<file path="src/hw/rtl/morse_timing_decoder_assert.svh">
// Assertion macros shared by the Morse timing decoder RTL.
// Expects clk and arst_n in the scope of each use; empty when SYNTH is defined.
`ifndef MORSE_TIMING_DECODER_ASSERT_SVH
`define MORSE_TIMING_DECODER_ASSERT_SVH

`ifndef SYNTH

// same-cycle implication
`define MTD_ASSERT_IMP(label, ante, cons) \
	label: assert property (@(posedge clk) disable iff (!arst_n) (ante) |-> (cons)) \
		else $error("morse_timing_decoder: assertion failed");

// next-cycle implication
`define MTD_ASSERT_NXT(label, ante, cons) \
	label: assert property (@(posedge clk) disable iff (!arst_n) (ante) |=> (cons)) \
		else $error("morse_timing_decoder: assertion failed");

`else

`define MTD_ASSERT_IMP(label, ante, cons)
`define MTD_ASSERT_NXT(label, ante, cons)

`endif

`endif

</file>
<file path="src/hw/rtl/mtd_pkg.sv">
// Package for the Morse timing decoder: config struct, register indexes, code table.
// No dependencies.
`default_nettype none

package mtd_pkg;

	localparam int ADDR_W = 4;
	localparam int DATA_W = 32;
	localparam int TABLE_LEN = 38;

	localparam logic [6:0] QMARK_CHAR = 7'h3F;

	// register index = paddr[3:2]
	typedef enum logic [1:0] {
		REG_DOT  = 2'd0,
		REG_DASH = 2'd1,
		REG_TOL  = 2'd2,
		REG_GAP  = 2'd3
	} reg_idx_t;

	typedef struct packed {
		logic [9:0]  dot_time;
		logic [9:0]  dash_time;
		logic [9:0]  tolerance_time;
		logic [10:0] symbol_gap;
	} cfg_t;

	// element i sits in bit i, dash is 1
	typedef struct packed {
		logic [2:0] len;
		logic [5:0] pat;
		logic [6:0] ch;
	} code_entry_t;

	localparam code_entry_t CODE_TABLE [TABLE_LEN] = '{
		'{3'd2, 6'b000010, 7'h61},  // a .-
		'{3'd4, 6'b000001, 7'h62},  // b -...
		'{3'd4, 6'b000101, 7'h63},  // c -.-.
		'{3'd3, 6'b000001, 7'h64},  // d -..
		'{3'd1, 6'b000000, 7'h65},  // e .
		'{3'd4, 6'b000100, 7'h66},  // f ..-.
		'{3'd3, 6'b000011, 7'h67},  // g --.
		'{3'd4, 6'b000000, 7'h68},  // h ....
		'{3'd2, 6'b000000, 7'h69},  // i ..
		'{3'd4, 6'b001110, 7'h6A},  // j .---
		'{3'd3, 6'b000101, 7'h6B},  // k -.-
		'{3'd4, 6'b000010, 7'h6C},  // l .-..
		'{3'd2, 6'b000011, 7'h6D},  // m --
		'{3'd2, 6'b000001, 7'h6E},  // n -.
		'{3'd3, 6'b000111, 7'h6F},  // o ---
		'{3'd4, 6'b000110, 7'h70},  // p .--.
		'{3'd4, 6'b001011, 7'h71},  // q --.-
		'{3'd3, 6'b000010, 7'h72},  // r .-.
		'{3'd3, 6'b000000, 7'h73},  // s ...
		'{3'd1, 6'b000001, 7'h74},  // t -
		'{3'd3, 6'b000100, 7'h75},  // u ..-
		'{3'd4, 6'b001000, 7'h76},  // v ...-
		'{3'd3, 6'b000110, 7'h77},  // w .--
		'{3'd4, 6'b001001, 7'h78},  // x -..-
		'{3'd4, 6'b001101, 7'h79},  // y -.--
		'{3'd4, 6'b000011, 7'h7A},  // z --..
		'{3'd5, 6'b011110, 7'h31},  // 1 .----
		'{3'd5, 6'b011100, 7'h32},  // 2 ..---
		'{3'd5, 6'b011000, 7'h33},  // 3 ...--
		'{3'd5, 6'b010000, 7'h34},  // 4 ....-
		'{3'd5, 6'b000000, 7'h35},  // 5 .....
		'{3'd5, 6'b000001, 7'h36},  // 6 -....
		'{3'd5, 6'b000011, 7'h37},  // 7 --...
		'{3'd5, 6'b000111, 7'h38},  // 8 ---..
		'{3'd5, 6'b001111, 7'h39},  // 9 ----.
		'{3'd5, 6'b011111, 7'h30},  // 0 -----
		'{3'd6, 6'b110011, 7'h20},  // space --..--
		'{3'd5, 6'b001010, 7'h0A}   // newline .-.-.
	};

endpackage

`default_nettype wire

</file>
<file path="src/hw/rtl/mtd_apb_regs.sv">
// APB register bank for the Morse timing decoder (dot, dash, tolerance, gap).
// Depends on mtd_pkg.
`default_nettype none

module mtd_apb_regs (
	input  wire logic                       clk,
	input  wire logic                       arst_n,
	input  wire logic                       psel,
	input  wire logic                       penable,
	input  wire logic                       pwrite,
	input  wire logic [mtd_pkg::ADDR_W-1:0] paddr,
	input  wire logic [mtd_pkg::DATA_W-1:0] pwdata,
	output logic      [mtd_pkg::DATA_W-1:0] prdata,
	output logic                            pready,
	output mtd_pkg::cfg_t                   cfg
);
	import mtd_pkg::*;

	cfg_t     cfg_q;
	reg_idx_t idx;
	logic     wr_en;

	assign idx    = reg_idx_t'(paddr[3:2]);
	assign wr_en  = psel && penable && pwrite;
	assign pready = 1'b1;
	assign cfg    = cfg_q;

	// register writes
	always_ff @(posedge clk or negedge arst_n) begin
		if (!arst_n) begin
			cfg_q.dot_time       <= 10'd3;
			cfg_q.dash_time      <= 10'd9;
			cfg_q.tolerance_time <= 10'd3;
			cfg_q.symbol_gap     <= 11'd9;
		end else if (wr_en) begin
			unique case (idx)
				REG_DOT:  cfg_q.dot_time       <= pwdata[9:0];
				REG_DASH: cfg_q.dash_time      <= pwdata[9:0];
				REG_TOL:  cfg_q.tolerance_time <= pwdata[9:0];
				REG_GAP:  cfg_q.symbol_gap     <= pwdata[10:0];
				default: ;
			endcase
		end
	end

	// read mux
	always_comb begin
		unique case (idx)
			REG_DOT:  prdata = DATA_W'(cfg_q.dot_time);
			REG_DASH: prdata = DATA_W'(cfg_q.dash_time);
			REG_TOL:  prdata = DATA_W'(cfg_q.tolerance_time);
			REG_GAP:  prdata = DATA_W'(cfg_q.symbol_gap);
			default:  prdata = '0;
		endcase
	end

endmodule

`default_nettype wire

</file>
<file path="src/hw/rtl/mtd_code_lookup.sv">
// Combinational Morse code table lookup: element bits and count to ASCII.
// Depends on mtd_pkg (CODE_TABLE, QMARK_CHAR).
`default_nettype none

module mtd_code_lookup #(
	parameter int MAX_ELEMENTS = 6,
	parameter int CNT_W        = 3
) (
	input  wire logic [MAX_ELEMENTS-1:0] bits,
	input  wire logic [CNT_W-1:0]        count,
	output logic      [6:0]              character,
	output logic                         unknown_code
);
	import mtd_pkg::*;

	logic [6:0] hit_ch;
	logic       hit;

	// codes are unique, so OR-ing the matching entries gives the single hit
	always_comb begin
		hit_ch = '0;
		hit    = 1'b0;
		for (int i = 0; i < TABLE_LEN; i++) begin
			if (count == CNT_W'(CODE_TABLE[i].len) &&
			    bits == MAX_ELEMENTS'(CODE_TABLE[i].pat)) begin
				hit_ch = hit_ch | CODE_TABLE[i].ch;
				hit    = 1'b1;
			end
		end
	end

	// the overflow mark never equals a table length, so it falls to '?'
	assign character    = hit ? hit_ch : QMARK_CHAR;
	assign unknown_code = !hit;

endmodule

`default_nettype wire

</file>
<file path="src/hw/rtl/mtd_element_tracker.sv">
// Key edge timing, dot/dash classification and character completion.
// Depends on mtd_pkg, mtd_code_lookup and morse_timing_decoder_assert.svh.
`default_nettype none

`include "morse_timing_decoder_assert.svh"

module mtd_element_tracker #(
	parameter int MAX_ELEMENTS = 6,
	parameter int COUNT_BITS   = 12
) (
	input  wire logic          clk,
	input  wire logic          arst_n,
	input  wire mtd_pkg::cfg_t cfg,
	input  wire logic          step,
	input  wire logic          key,
	output logic               emit,
	output logic [6:0]         character,
	output logic               unknown_code
);
	import mtd_pkg::*;

	localparam int CNT_W = $clog2(MAX_ELEMENTS + 2);
	localparam int IDX_W = $clog2(MAX_ELEMENTS);
	localparam int CMP_W = (COUNT_BITS > 11) ? COUNT_BITS : 11;
	localparam logic [CNT_W-1:0] OVF_MARK = CNT_W'(MAX_ELEMENTS + 1);
	localparam logic [CNT_W-1:0] FULL     = CNT_W'(MAX_ELEMENTS);

	logic                    key_q;
	logic [COUNT_BITS-1:0]   ticks_q;
	logic [MAX_ELEMENTS-1:0] bits_q;
	logic [CNT_W-1:0]        count_q;

	logic [COUNT_BITS-1:0]   ticks_inc;
	logic [COUNT_BITS-1:0]   ticks_n;
	logic [MAX_ELEMENTS-1:0] bits_n;
	logic [CNT_W-1:0]        count_n;
	logic                    key_edge;
	logic [CMP_W-1:0]        len_ext;
	logic [CMP_W-1:0]        dot_lim;
	logic [CMP_W-1:0]        dash_lim;
	logic                    is_dot;
	logic                    is_dash;
	logic                    add_el;

	// saturating tick counter; on an edge the incremented value is the length
	assign ticks_inc = (ticks_q == '1) ? ticks_q : ticks_q + 1'b1;
	assign key_edge  = key != key_q;
	assign ticks_n   = key_edge ? '0 : ticks_inc;

	// press length windows
	assign len_ext  = CMP_W'(ticks_inc);
	assign dot_lim  = CMP_W'({1'b0, cfg.dot_time} + {1'b0, cfg.tolerance_time});
	assign dash_lim = CMP_W'({1'b0, cfg.dash_time} + {1'b0, cfg.tolerance_time});
	assign is_dot   = len_ext < dot_lim;
	assign is_dash  = !is_dot && (len_ext < dash_lim);
	assign add_el   = key_edge && key_q && (is_dot || is_dash);

	// append the element, or mark overflow when the buffer is full
	always_comb begin
		bits_n  = bits_q;
		count_n = count_q;
		if (add_el) begin
			if (count_q < FULL) begin
				bits_n[count_q[IDX_W-1:0]] = is_dash;
				count_n = count_q + 1'b1;
			end else begin
				count_n = OVF_MARK;
			end
		end
	end

	// character ends after a long enough key-up gap
	assign emit = (count_n != '0) && !key &&
	              (CMP_W'(ticks_n) > CMP_W'(cfg.symbol_gap));

	mtd_code_lookup #(
		.MAX_ELEMENTS (MAX_ELEMENTS),
		.CNT_W        (CNT_W)
	) u_lookup (
		.bits         (bits_n),
		.count        (count_n),
		.character    (character),
		.unknown_code (unknown_code)
	);

	// state update, one step per accepted request
	always_ff @(posedge clk or negedge arst_n) begin
		if (!arst_n) begin
			key_q   <= 1'b0;
			ticks_q <= '0;
			bits_q  <= '0;
			count_q <= '0;
		end else if (step) begin
			key_q   <= key;
			ticks_q <= ticks_n;
			bits_q  <= emit ? '0 : bits_n;
			count_q <= emit ? '0 : count_n;
		end
	end

	`MTD_ASSERT_IMP(a_count_range, 1'b1, count_q <= OVF_MARK)
	`MTD_ASSERT_NXT(a_clear_after_emit, step && emit, count_q == '0 && bits_q == '0)
	`MTD_ASSERT_IMP(a_unknown_is_qmark, emit && unknown_code, character == QMARK_CHAR)

endmodule

`default_nettype wire

</file>
<file path="src/hw/rtl/morse_timing_decoder.sv">
// Morse timing decoder top level: input register, element tracker, result register.
// Depends on mtd_pkg, mtd_apb_regs, mtd_element_tracker.
//
// Usage:
//   s_* stream: one request per key sample tick, s_tdata[0] = key level (1 = pressed).
//   m_* stream: one decoded character per completed Morse symbol.
//   APB port: dot_time @0x0, dash_time @0x4, tolerance_time @0x8, symbol_gap @0xC.
//   Write registers only while no samples are in flight.
// Flow: a sample is taken into the input register, then processed into the
//   result register when the result slot is free or draining; a character appears
//   on m_tvalid once the sample that completes it has been processed.
// Throughput: one sample per cycle while the result is not held; the only loop
//   is the update of the key state, tick counter and element buffer.
// Reset: key up, counter and element buffer cleared, registers at 3/9/3/9,
//   both stream registers empty.
// Stall: a held result keeps m_tdata; the input register still fills, and
//   s_tready drops only when both the input register and the result are held.
`default_nettype none

module morse_timing_decoder #(
	parameter int MAX_ELEMENTS = 6,
	parameter int COUNT_BITS   = 12
) (
	input  wire logic                       clk,
	input  wire logic                       arst_n,
	// slave stream
	input  wire logic                       s_tvalid,
	output logic                            s_tready,
	input  wire logic [7:0]                 s_tdata,   // [0] key_down, [7:1] zero
	// master stream
	output logic                            m_tvalid,
	input  wire logic                       m_tready,
	output logic      [7:0]                 m_tdata,   // [6:0] character, [7] unknown_code
	// configuration
	input  wire logic                       psel,
	input  wire logic                       penable,
	input  wire logic                       pwrite,
	input  wire logic [mtd_pkg::ADDR_W-1:0] paddr,
	input  wire logic [mtd_pkg::DATA_W-1:0] pwdata,
	output logic      [mtd_pkg::DATA_W-1:0] prdata,
	output logic                            pready
);
	import mtd_pkg::*;

	cfg_t       cfg;
	logic       valid_s1;
	logic       key_s1;
	logic       adv;
	logic       emit;
	logic [6:0] res_char;
	logic       res_unknown;
	logic       out_valid_q;
	logic [7:0] out_data_q;

	mtd_apb_regs u_regs (
		.clk     (clk),
		.arst_n  (arst_n),
		.psel    (psel),
		.penable (penable),
		.pwrite  (pwrite),
		.paddr   (paddr),
		.pwdata  (pwdata),
		.prdata  (prdata),
		.pready  (pready),
		.cfg     (cfg)
	);

	// the held sample moves on when the result slot is free or draining
	assign adv      = valid_s1 && (!out_valid_q || m_tready);
	assign s_tready = !valid_s1 || adv;

	// input register
	always_ff @(posedge clk or negedge arst_n) begin
		if (!arst_n) begin
			valid_s1 <= 1'b0;
		end else if (s_tready) begin
			valid_s1 <= s_tvalid;
		end
	end

	always_ff @(posedge clk) begin
		if (s_tvalid && s_tready) begin
			key_s1 <= s_tdata[0];
		end
	end

	mtd_element_tracker #(
		.MAX_ELEMENTS (MAX_ELEMENTS),
		.COUNT_BITS   (COUNT_BITS)
	) u_tracker (
		.clk          (clk),
		.arst_n       (arst_n),
		.cfg          (cfg),
		.step         (adv),
		.key          (key_s1),
		.emit         (emit),
		.character    (res_char),
		.unknown_code (res_unknown)
	);

	// result register
	always_ff @(posedge clk or negedge arst_n) begin
		if (!arst_n) begin
			out_valid_q <= 1'b0;
		end else if (adv && emit) begin
			out_valid_q <= 1'b1;
		end else if (m_tready) begin
			out_valid_q <= 1'b0;
		end
	end

	always_ff @(posedge clk) begin
		if (adv && emit) begin
			out_data_q <= {res_unknown, res_char};
		end
	end

	assign m_tvalid = out_valid_q;
	assign m_tdata  = out_data_q;

endmodule

`default_nettype wire

</file>
<file path="config.mk">
export PLATFORM = sky130hd
export DESIGN_NAME = morse_timing_decoder
export DESIGN_NICKNAME = d
export VERILOG_FILES = /design/src/hw/rtl/mtd_pkg.sv /design/src/hw/rtl/mtd_apb_regs.sv /design/src/hw/rtl/mtd_code_lookup.sv /design/src/hw/rtl/mtd_element_tracker.sv /design/src/hw/rtl/morse_timing_decoder.sv
export VERILOG_INCLUDE_DIRS = /design/src /design/src/hw/rtl
export SDC_FILE = /design/constraint.sdc
export NUM_CORES = 1
export LEC_CHECK = 0
export BUFFER_PORTS_ARGS = -buffer_cell sky130_fd_sc_hd__buf_2
export CORE_MARGIN = 5
export CORE_UTILIZATION = 30
export DETAILED_ROUTE_END_ITERATION = 8
export PLACE_DENSITY = 0.45
export SLEW_MARGIN = 10
export SYNTH_ARGS = -nofsm -noshare
export SYNTH_HDL_FRONTEND = slang
export SYNTH_SLANG_ARGS = --single-unit
</file>
<file path="constraint.sdc">
create_clock -name clk -period 6.7 [get_ports clk]
set_input_delay 1.34 -clock clk [delete_from_list [all_inputs] [get_ports clk]]
set_output_delay 1.34 -clock clk [all_outputs]
set_load 0.05 [all_outputs]
</file>
==> impl_metrics.env, run 1 <==
export IMPL_clock_latency_ns=0.34
export IMPL_antenna_cells=0
export IMPL_coreArea_um2=20400
export IMPL_synth_seq_area_share_pct=30.6
export IMPL_die_area_um2=23700
export IMPL_final_nets=829
export IMPL_worstPathRequired_ns=6.77
export IMPL_r2r_cells=23
export IMPL_initial_core_util_pct=30.6
export IMPL_critPathTopFamily="simple AND/OR/NAND/NOR gates"
export IMPL_rr_startpoint="u_regs.cfg[12]$_DFFE_PN1P_"
export IMPL_fin_crit_sh_pct=93.5
export IMPL_path_max_fanout=6
export IMPL_cts_sinks=74
export IMPL_ys_ff_latch=74
export IMPL_end_kind="flop"
export IMPL_vias_per_cell=5.21
export IMPL_first_pass_iters=4
export IMPL_worst_slew_pin_slew_ns=1.11
export IMPL_setup_tns_ns=0
export IMPL_drc_errors=0
export IMPL_num_rows=52
export IMPL_routabilityCongestion=0.867
export IMPL_first_iter_violations=345
export IMPL_max_freq_mhz=160
export IMPL_grt_overflow=0
export IMPL_slowest_delay_ns=0.61
export IMPL_antenna_found_initial=0
export IMPL_finalPower_w=0.00240
export IMPL_fin_area_um2=7050
export IMPL_ys_async_sr_fraction_pct=87.8
export IMPL_rsz0062_at_grt="false"
export IMPL_dp_hpwl_um=14000
export IMPL_htree_levels=3
export IMPL_die_y_um=154
export IMPL_clock_path_buffers=2
export IMPL_drv_slew=0
export IMPL_clockRootBuffer="clkbuf_16"
export IMPL_status="finished clean"
export IMPL_crit_slowest_cell="dfstp_2"
export IMPL_ys_warn_count=0
export IMPL_area_growth_pct=13.3
export IMPL_holdWs_ns=0.488
export IMPL_fill_cells=2117
export IMPL_clk_pin_slew_worst_paths_ns=0.06
export IMPL_grt_util_all_layers_pct=15.1
export IMPL_crit_cells=23
export IMPL_setup_violations=0
export IMPL_cap_violations=0
export IMPL_hold_depth=2
export IMPL_critPathLaunch="u_regs.cfg[12]$_DFFE_PN1P_"
export IMPL_min_period_ns=6.26
export IMPL_ys_flop_type="dfrtp_1"
export IMPL_path_buf_inv=1
export IMPL_place_area_um2=6710
export IMPL_critPathLaunchType="flop"
export IMPL_holdBufCountCts=0
export IMPL_cp_cell_sequence="ha_1, a21o_1, a21oi_1, o21bai_1, a21oi_1, o21bai_1, a21oi_1, o21bai_1, a21oi_1, xor2_1, ha_1, nand3_1, nor2_1, a2111oi_1, buf_4, o21ai_1, nor2_1, nand4_1, and3_1, or4_1, nand4_1, nor3_2, or4b_1"
export IMPL_drive_gt1_share_pct=21.2
export IMPL_grt_max_degree=66
export IMPL_syn_inst=677
export IMPL_wire_per_inst_um=17.8
export IMPL_syn_cell_area_um2=6220
export IMPL_slew_headroom_pct=25.1
export IMPL_grt_pass1_wl_um=28900
export IMPL_numCtsBuffers=9
export IMPL_cts_tree="built"
export IMPL_cp_arrival_ns=6.33
export IMPL_crit_type="reg2reg"
export IMPL_wirelength_um=17800
export IMPL_min_path_type="reg2reg"
export IMPL_peakVddDrop_uv=136
export IMPL_post_route_util_pct=34.6
export IMPL_die_x_um=154
export IMPL_synth_avg_cell_area_um2=9.19
export IMPL_pwr_density_cell_nw_per_um2=340
export IMPL_ant_nets=0
export IMPL_synthDistinctLibCells=75
export IMPL_most_common_layout_cells="57 x nand2_1, 57 x dfrtp_1, 56 x nor2_1"
export IMPL_synth_edf_count=9
export IMPL_min_from="u_tracker.key_q$_DFFE_PN0P_"
export IMPL_grt_pass1_vias=5221
export IMPL_cpMostUsedCell="a21oi_1"
export IMPL_hold_viol=0
export IMPL_portBuffers=41
export IMPL_p_leak_nw=3.07
export IMPL_vias=5198
export IMPL_ios=94
export IMPL_finClkSkew_ns=0.00706
cell usage after synthesis, types with 4 or more instances:
cell type | count | area (um^2)
dfrtp_1 | 57 | 1430
nand2_1 | 57 | 214
nor2_1 | 56 | 210
ha_1 | 54 | 676
mux2_2 | 43 | 484
inv_1 | 37 | 139
a21oi_1 | 34 | 170
o21ai_0 | 30 | 150
buf_4 | 22 | 165
xnor2_1 | 19 | 166
nor3_1 | 17 | 85.1
nand3_1 | 16 | 80.1
nand4_1 | 16 | 100
clkbuf_1 | 15 | 56.3
o21bai_1 | 14 | 105
and2_1 | 13 | 81.3
mux4_2 | 10 | 225
o21a_1 | 10 | 75.1
edfxtp_1 | 9 | 270
o31ai_1 | 9 | 67.6
dfstp_2 | 8 | 210
o22ai_1 | 8 | 50.1
nand2b_1 | 7 | 43.8
a2111oi_0 | 5 | 43.8
a21o_1 | 5 | 37.5
o21ai_1 | 5 | 25.0
or3_1 | 5 | 31.3
xor2_1 | 5 | 43.8
a211oi_1 | 4 | 30.0
o211ai_1 | 4 | 30.0
o32ai_1 | 4 | 35.0
or2_2 | 4 | 25.0
or4_1 | 4 | 30.0
state kept, by name (all words and copies together), names as in the netlist:
name,count
m_tvalid,1
u_tracker.ticks_q,12
u_tracker.key_q,1
key_s1,1
u_tracker.count_q,3
valid_s1,1
u_tracker.bits_q,6
m_tdata,8
u_regs.cfg,41
metal layers:
| metal | wire, um | up-vias | GRT usage [%] |
|---|---|---|---|
| li1 | - | 2551 | - |
| met1 | 9090 | 2505 | 22.7 |
| met2 | 7790 | 130 | 22.9 |
| met3 | 730 | 12 | 2.33 |
| met4 | 169 | 0 | 3.28 |
| met5 | 0 | - | 0 |
through the flow:
stage	setup slack [ns]	cells
after global routing	0.00820	997
after CTS	0.200	997
after detailed placement	0.236	981
after global placement	0.193	981
after floorplan	1.06	697
final	0.438	997
where the power goes:
| part | internal (W) | leakage (nW) | switching, W |
|---|---|---|---|
| clock | 0.000320 | 0.152 | 0.000196 |
| sequential | 0.000560 | 0.875 | 0.000129 |
| combinational | 0.000465 | 2.05 | 0.000730 |
| total | 0.00134 | 3.07 | 0.00106 |
layout make-up:
type	count	area, um^2	area share (%)
Multi-Input combinational cell	542	4020	57.0
Sequential cell	74	1910	27.0
Tap cell	270	338	4.79
Timing Repair Buffer	58	333	4.72
Clock buffer	13	270	3.83
Inverter	37	139	1.97
Clock inverter	3	46.3	0.657
path summary, 6_finish.rpt:
check | to | slack (ns)
worst max-delay path | m_tdata[2]$_SDFFCE_PP1P_ | 0.44
min in group asynchronous | u_regs.cfg[18]$_DFFE_PN0P_ | 1.20
worst max register to register | m_tdata[2]$_SDFFCE_PP1P_ | 0.44
max in group asynchronous | u_tracker.bits_q[3]$_DFFE_PN0P_ | 4.92
worst min register to register | u_tracker.key_q$_DFFE_PN0P_ | 0.49
worst min-delay path | u_tracker.key_q$_DFFE_PN0P_ | 0.49
tightest hold or removal path, delay by kind of cell, from the launching register on:
family             cells  cell delay, ns
DFF                    1            0.34
AOI/OAI and AO/OA      1            0.06
and+or+nand+nor        1            0.04
cells by family (layout without fill, tap and decap cells):
family | count (synthesis) | after routing | synth area share, %
other cells | 2 | 22 | 0.121
fa+ha+maj | 56 | 56 | 11.5
compound gates | 166 | 166 | 18.2
xor+xnor | 24 | 24 | 3.38
simple gates | 220 | 220 | 18.3
flops | 74 | 74 | 30.6
mux | 54 | 54 | 11.6
buf+inv | 81 | 111 | 6.39
timing repair:
action | 4_1_cts | 5_1_grt
gates resized for setup | 0 | 5
endpoints found under the setup margin | 0 | 6
setup buffers | 0 | 0
Note: power is estimated with default switching activity, not from simulation.
==> run 2: changes to the inputs <==
- CORE_ASPECT_RATIO: unset -> 0.6
- HOLD_SLACK_MARGIN: unset -> 0.05
==> impl_metrics.env, run 2 (same netlist as run 1, synthesis figures left out) <==
export IMPL_slew_headroom_pct=40.5
export IMPL_wl_met3_um=1420
export IMPL_fill_cells=2092
export IMPL_path_max_fanout=6
export IMPL_routabilityCongestion=0.874
export IMPL_grt_util_all_layers_pct=16.6
export IMPL_worstPathRequired_ns=6.79
export IMPL_p_switching_w=0.00109
export IMPL_largest_register_ffs=41
export IMPL_critPathLaunchType="flop"
export IMPL_grt_pass1_vias=5353
export IMPL_area_growth_pct=13.6
export IMPL_die_area_um2=23800
export IMPL_most_common_layout_cells="57 x nand2_1, 57 x dfrtp_1, 54 x nor2_1, 54 x ha_1, 43 x mux2_2"
export IMPL_seqCellArea_um2=1910
export IMPL_crit_type="reg2reg"
export IMPL_cts_sinks=74
export IMPL_status="finished clean"
export IMPL_end_kind="flop"
export IMPL_vias_per_cell=5.43
export IMPL_swShare_pct=45.3
export IMPL_ios=94
export IMPL_hold_viol=0
export IMPL_final_nets=834
export IMPL_vias=5457
export IMPL_wire_per_inst_um=19.2
export IMPL_drc_errors=0
export IMPL_num_rows=40
export IMPL_portBuffers=41
export IMPL_dp_cells=987
export IMPL_first_pass_iters=7
export IMPL_crit_slowest_cell="dfstp_2"
export IMPL_clock_path_buffers=2
export IMPL_final_cells=1005
export IMPL_cp_arrival_ns=6.41
export IMPL_clock_latency_ns=0.35
export IMPL_critPathTopFamily="compound AO/OA/AOI/OAI gates"
export IMPL_internal_power_w=0.00132
export IMPL_antenna_found_initial=0
export IMPL_pwr_share_seq_pct=28.7
export IMPL_die_x_um=196
export IMPL_finClkSkew_ns=0.00951
export IMPL_fin_crit_sh_pct=94.4
export IMPL_grt_overflow=0
export IMPL_first_iter_violations=415
export IMPL_cts_tree="built"
export IMPL_power_frac_comb_pct=51.6
export IMPL_wirelength_um=19200
export IMPL_path_buf_inv=3
export IMPL_initial_core_util_pct=30.8
export IMPL_max_freq_mhz=158
export IMPL_holdWs_ns=0.529
export IMPL_multi_input_comb_area_um2=4030
export IMPL_drv_slew=0
export IMPL_slowest_delay_ns=0.61
export IMPL_wl_met1_um=10600
export IMPL_setup_violations=0
export IMPL_min_path_type="reg2reg"
export IMPL_clk_pin_slew_worst_paths_ns=0.06
export IMPL_drive_gt1_share_pct=21.9
export IMPL_min_period_ns=6.32
export IMPL_clkPwrFrac_pct=19.7
export IMPL_clockRootBuffer="clkbuf_16"
export IMPL_numCtsBuffers=9
export IMPL_antenna_cells=0
export IMPL_coreArea_um2=20200
export IMPL_grt_max_degree=66
export IMPL_die_y_um=122
export IMPL_post_route_util_pct=35.0
export IMPL_p_leak_nw=3.10
export IMPL_htree_levels=3
export IMPL_pwr_density_cell_nw_per_um2=340
export IMPL_dp_hpwl_um=15500
export IMPL_routed_top_layer="met4"
export IMPL_ant_nets=0
export IMPL_cpMostUsedCell="a21oi_1"
export IMPL_routed_wl_met2_um=7030
export IMPL_cap_violations=0
export IMPL_peakVddDrop_uv=114
export IMPL_worst_slew_pin_slew_ns=0.893
export IMPL_grt_pass1_wl_um=30800
## run 2: cell types whose count changed in the layout (fill, tap and decap cells not counted), sizes merged
cell / delta
bufinv: -1
clkbuf: +1
clkinv: +1
clkinvlp: -1
buf: +5
## run 2: power by group through the flow
stage / Clock (W) / Combinational, W / Sequential (W)
after floorplan: 0 / 0.000920 / 0.000625
after global placement: 0 / 0.00120 / 0.000690
after detailed placement: 0 / 0.00121 / 0.000696
after CTS: 0.000493 / 0.00122 / 0.000688
after global routing: 0.000513 / 0.00137 / 0.000709
final: 0.000473 / 0.00124 / 0.000691
## run 2: path summary, 6_finish.rpt
kind	depth (start not counted)	endpoint	startpoint	slack [ns]
setup / recovery	25	m_tdata[2]$_SDFFCE_PP1P_	u_regs.cfg[12]$_DFFE_PN1P_	0.38
hold / removal	2	u_regs.cfg[3]$_DFFE_PN1P_	u_regs.cfg[3]$_DFFE_PN1P_	0.53
setup reg to reg	25	m_tdata[2]$_SDFFCE_PP1P_	u_regs.cfg[12]$_DFFE_PN1P_	0.38
hold reg to reg	2	u_regs.cfg[3]$_DFFE_PN1P_	u_regs.cfg[3]$_DFFE_PN1P_	0.53
max in group asynchronous	2	u_tracker.bits_q[3]$_DFFE_PN0P_	arst_n	4.91
min in group asynchronous	2	u_regs.cfg[19]$_DFFE_PN0P_	arst_n	1.20
## run 2: repair_timing
| item | in CTS | in global routing |
|---|---|---|
| setup endpoints to repair | 0 | 6 |
| gates resized for setup | 0 | 9 |
| hold buffers | 0 | 0 |
| setup buffers | 0 | 2 |
## run 2: worst reg2reg max path, stage by stage (launching register included)
cell and delay (ns):
dfstp_2 0.61, ha_1 0.25, a21o_1 0.18, a21oi_1 0.22, o21bai_1 0.12, a21oi_1 0.28, o21bai_1 0.13, a21oi_1 0.27
o21bai_1 0.10, a21oi_1 0.19, xor2_1 0.11, ha_1 0.31, nand3_1 0.22, a21oi_1 0.25, a2111oi_2 0.08, buf_4 0.16
o21ai_1 0.27, nor2_2 0.13, buf_4 0.17, o21ai_2 0.25, a32oi_1 0.19, buf_4 0.22, or2_2 0.33, o21ai_0 0.36
nor3_2 0.14, or4b_1 0.54
## run 2: area by class of cell
type                            count  area share (%)
Timing Repair Buffer               63            5.24
Clock buffer                       14            3.87
Sequential cell                    74            27.0
Tap cell                          273            4.83
Multi-Input combinational cell    542            57.0
Clock inverter                      2           0.142
Inverter                           37            1.96
## run 2: layer usage
layer,vias up,global-route usage (%)
met4,0,3.14
li1,2570,-
met1,2686,26.9
met5,-,0
met2,183,21.0
met3,18,5.36
## run 2: through the flow
stage | instance area, um^2 | total power (W) | TNS (ns) | setup slack [ns]
3_5_place_dp | 6740 | 0.00191 | 0 | 0.238
6_report | 7070 | 0.00241 | 0 | 0.378
3_3_place_gp | 6740 | 0.00189 | 0 | 0.172
4_1_cts | 7020 | 0.00240 | 0 | 0.222
2_1_floorplan | 6300 | 0.00154 | 0 | 1.06
5_1_grt | 7070 | 0.00260 | -0.0117 | -0.0117
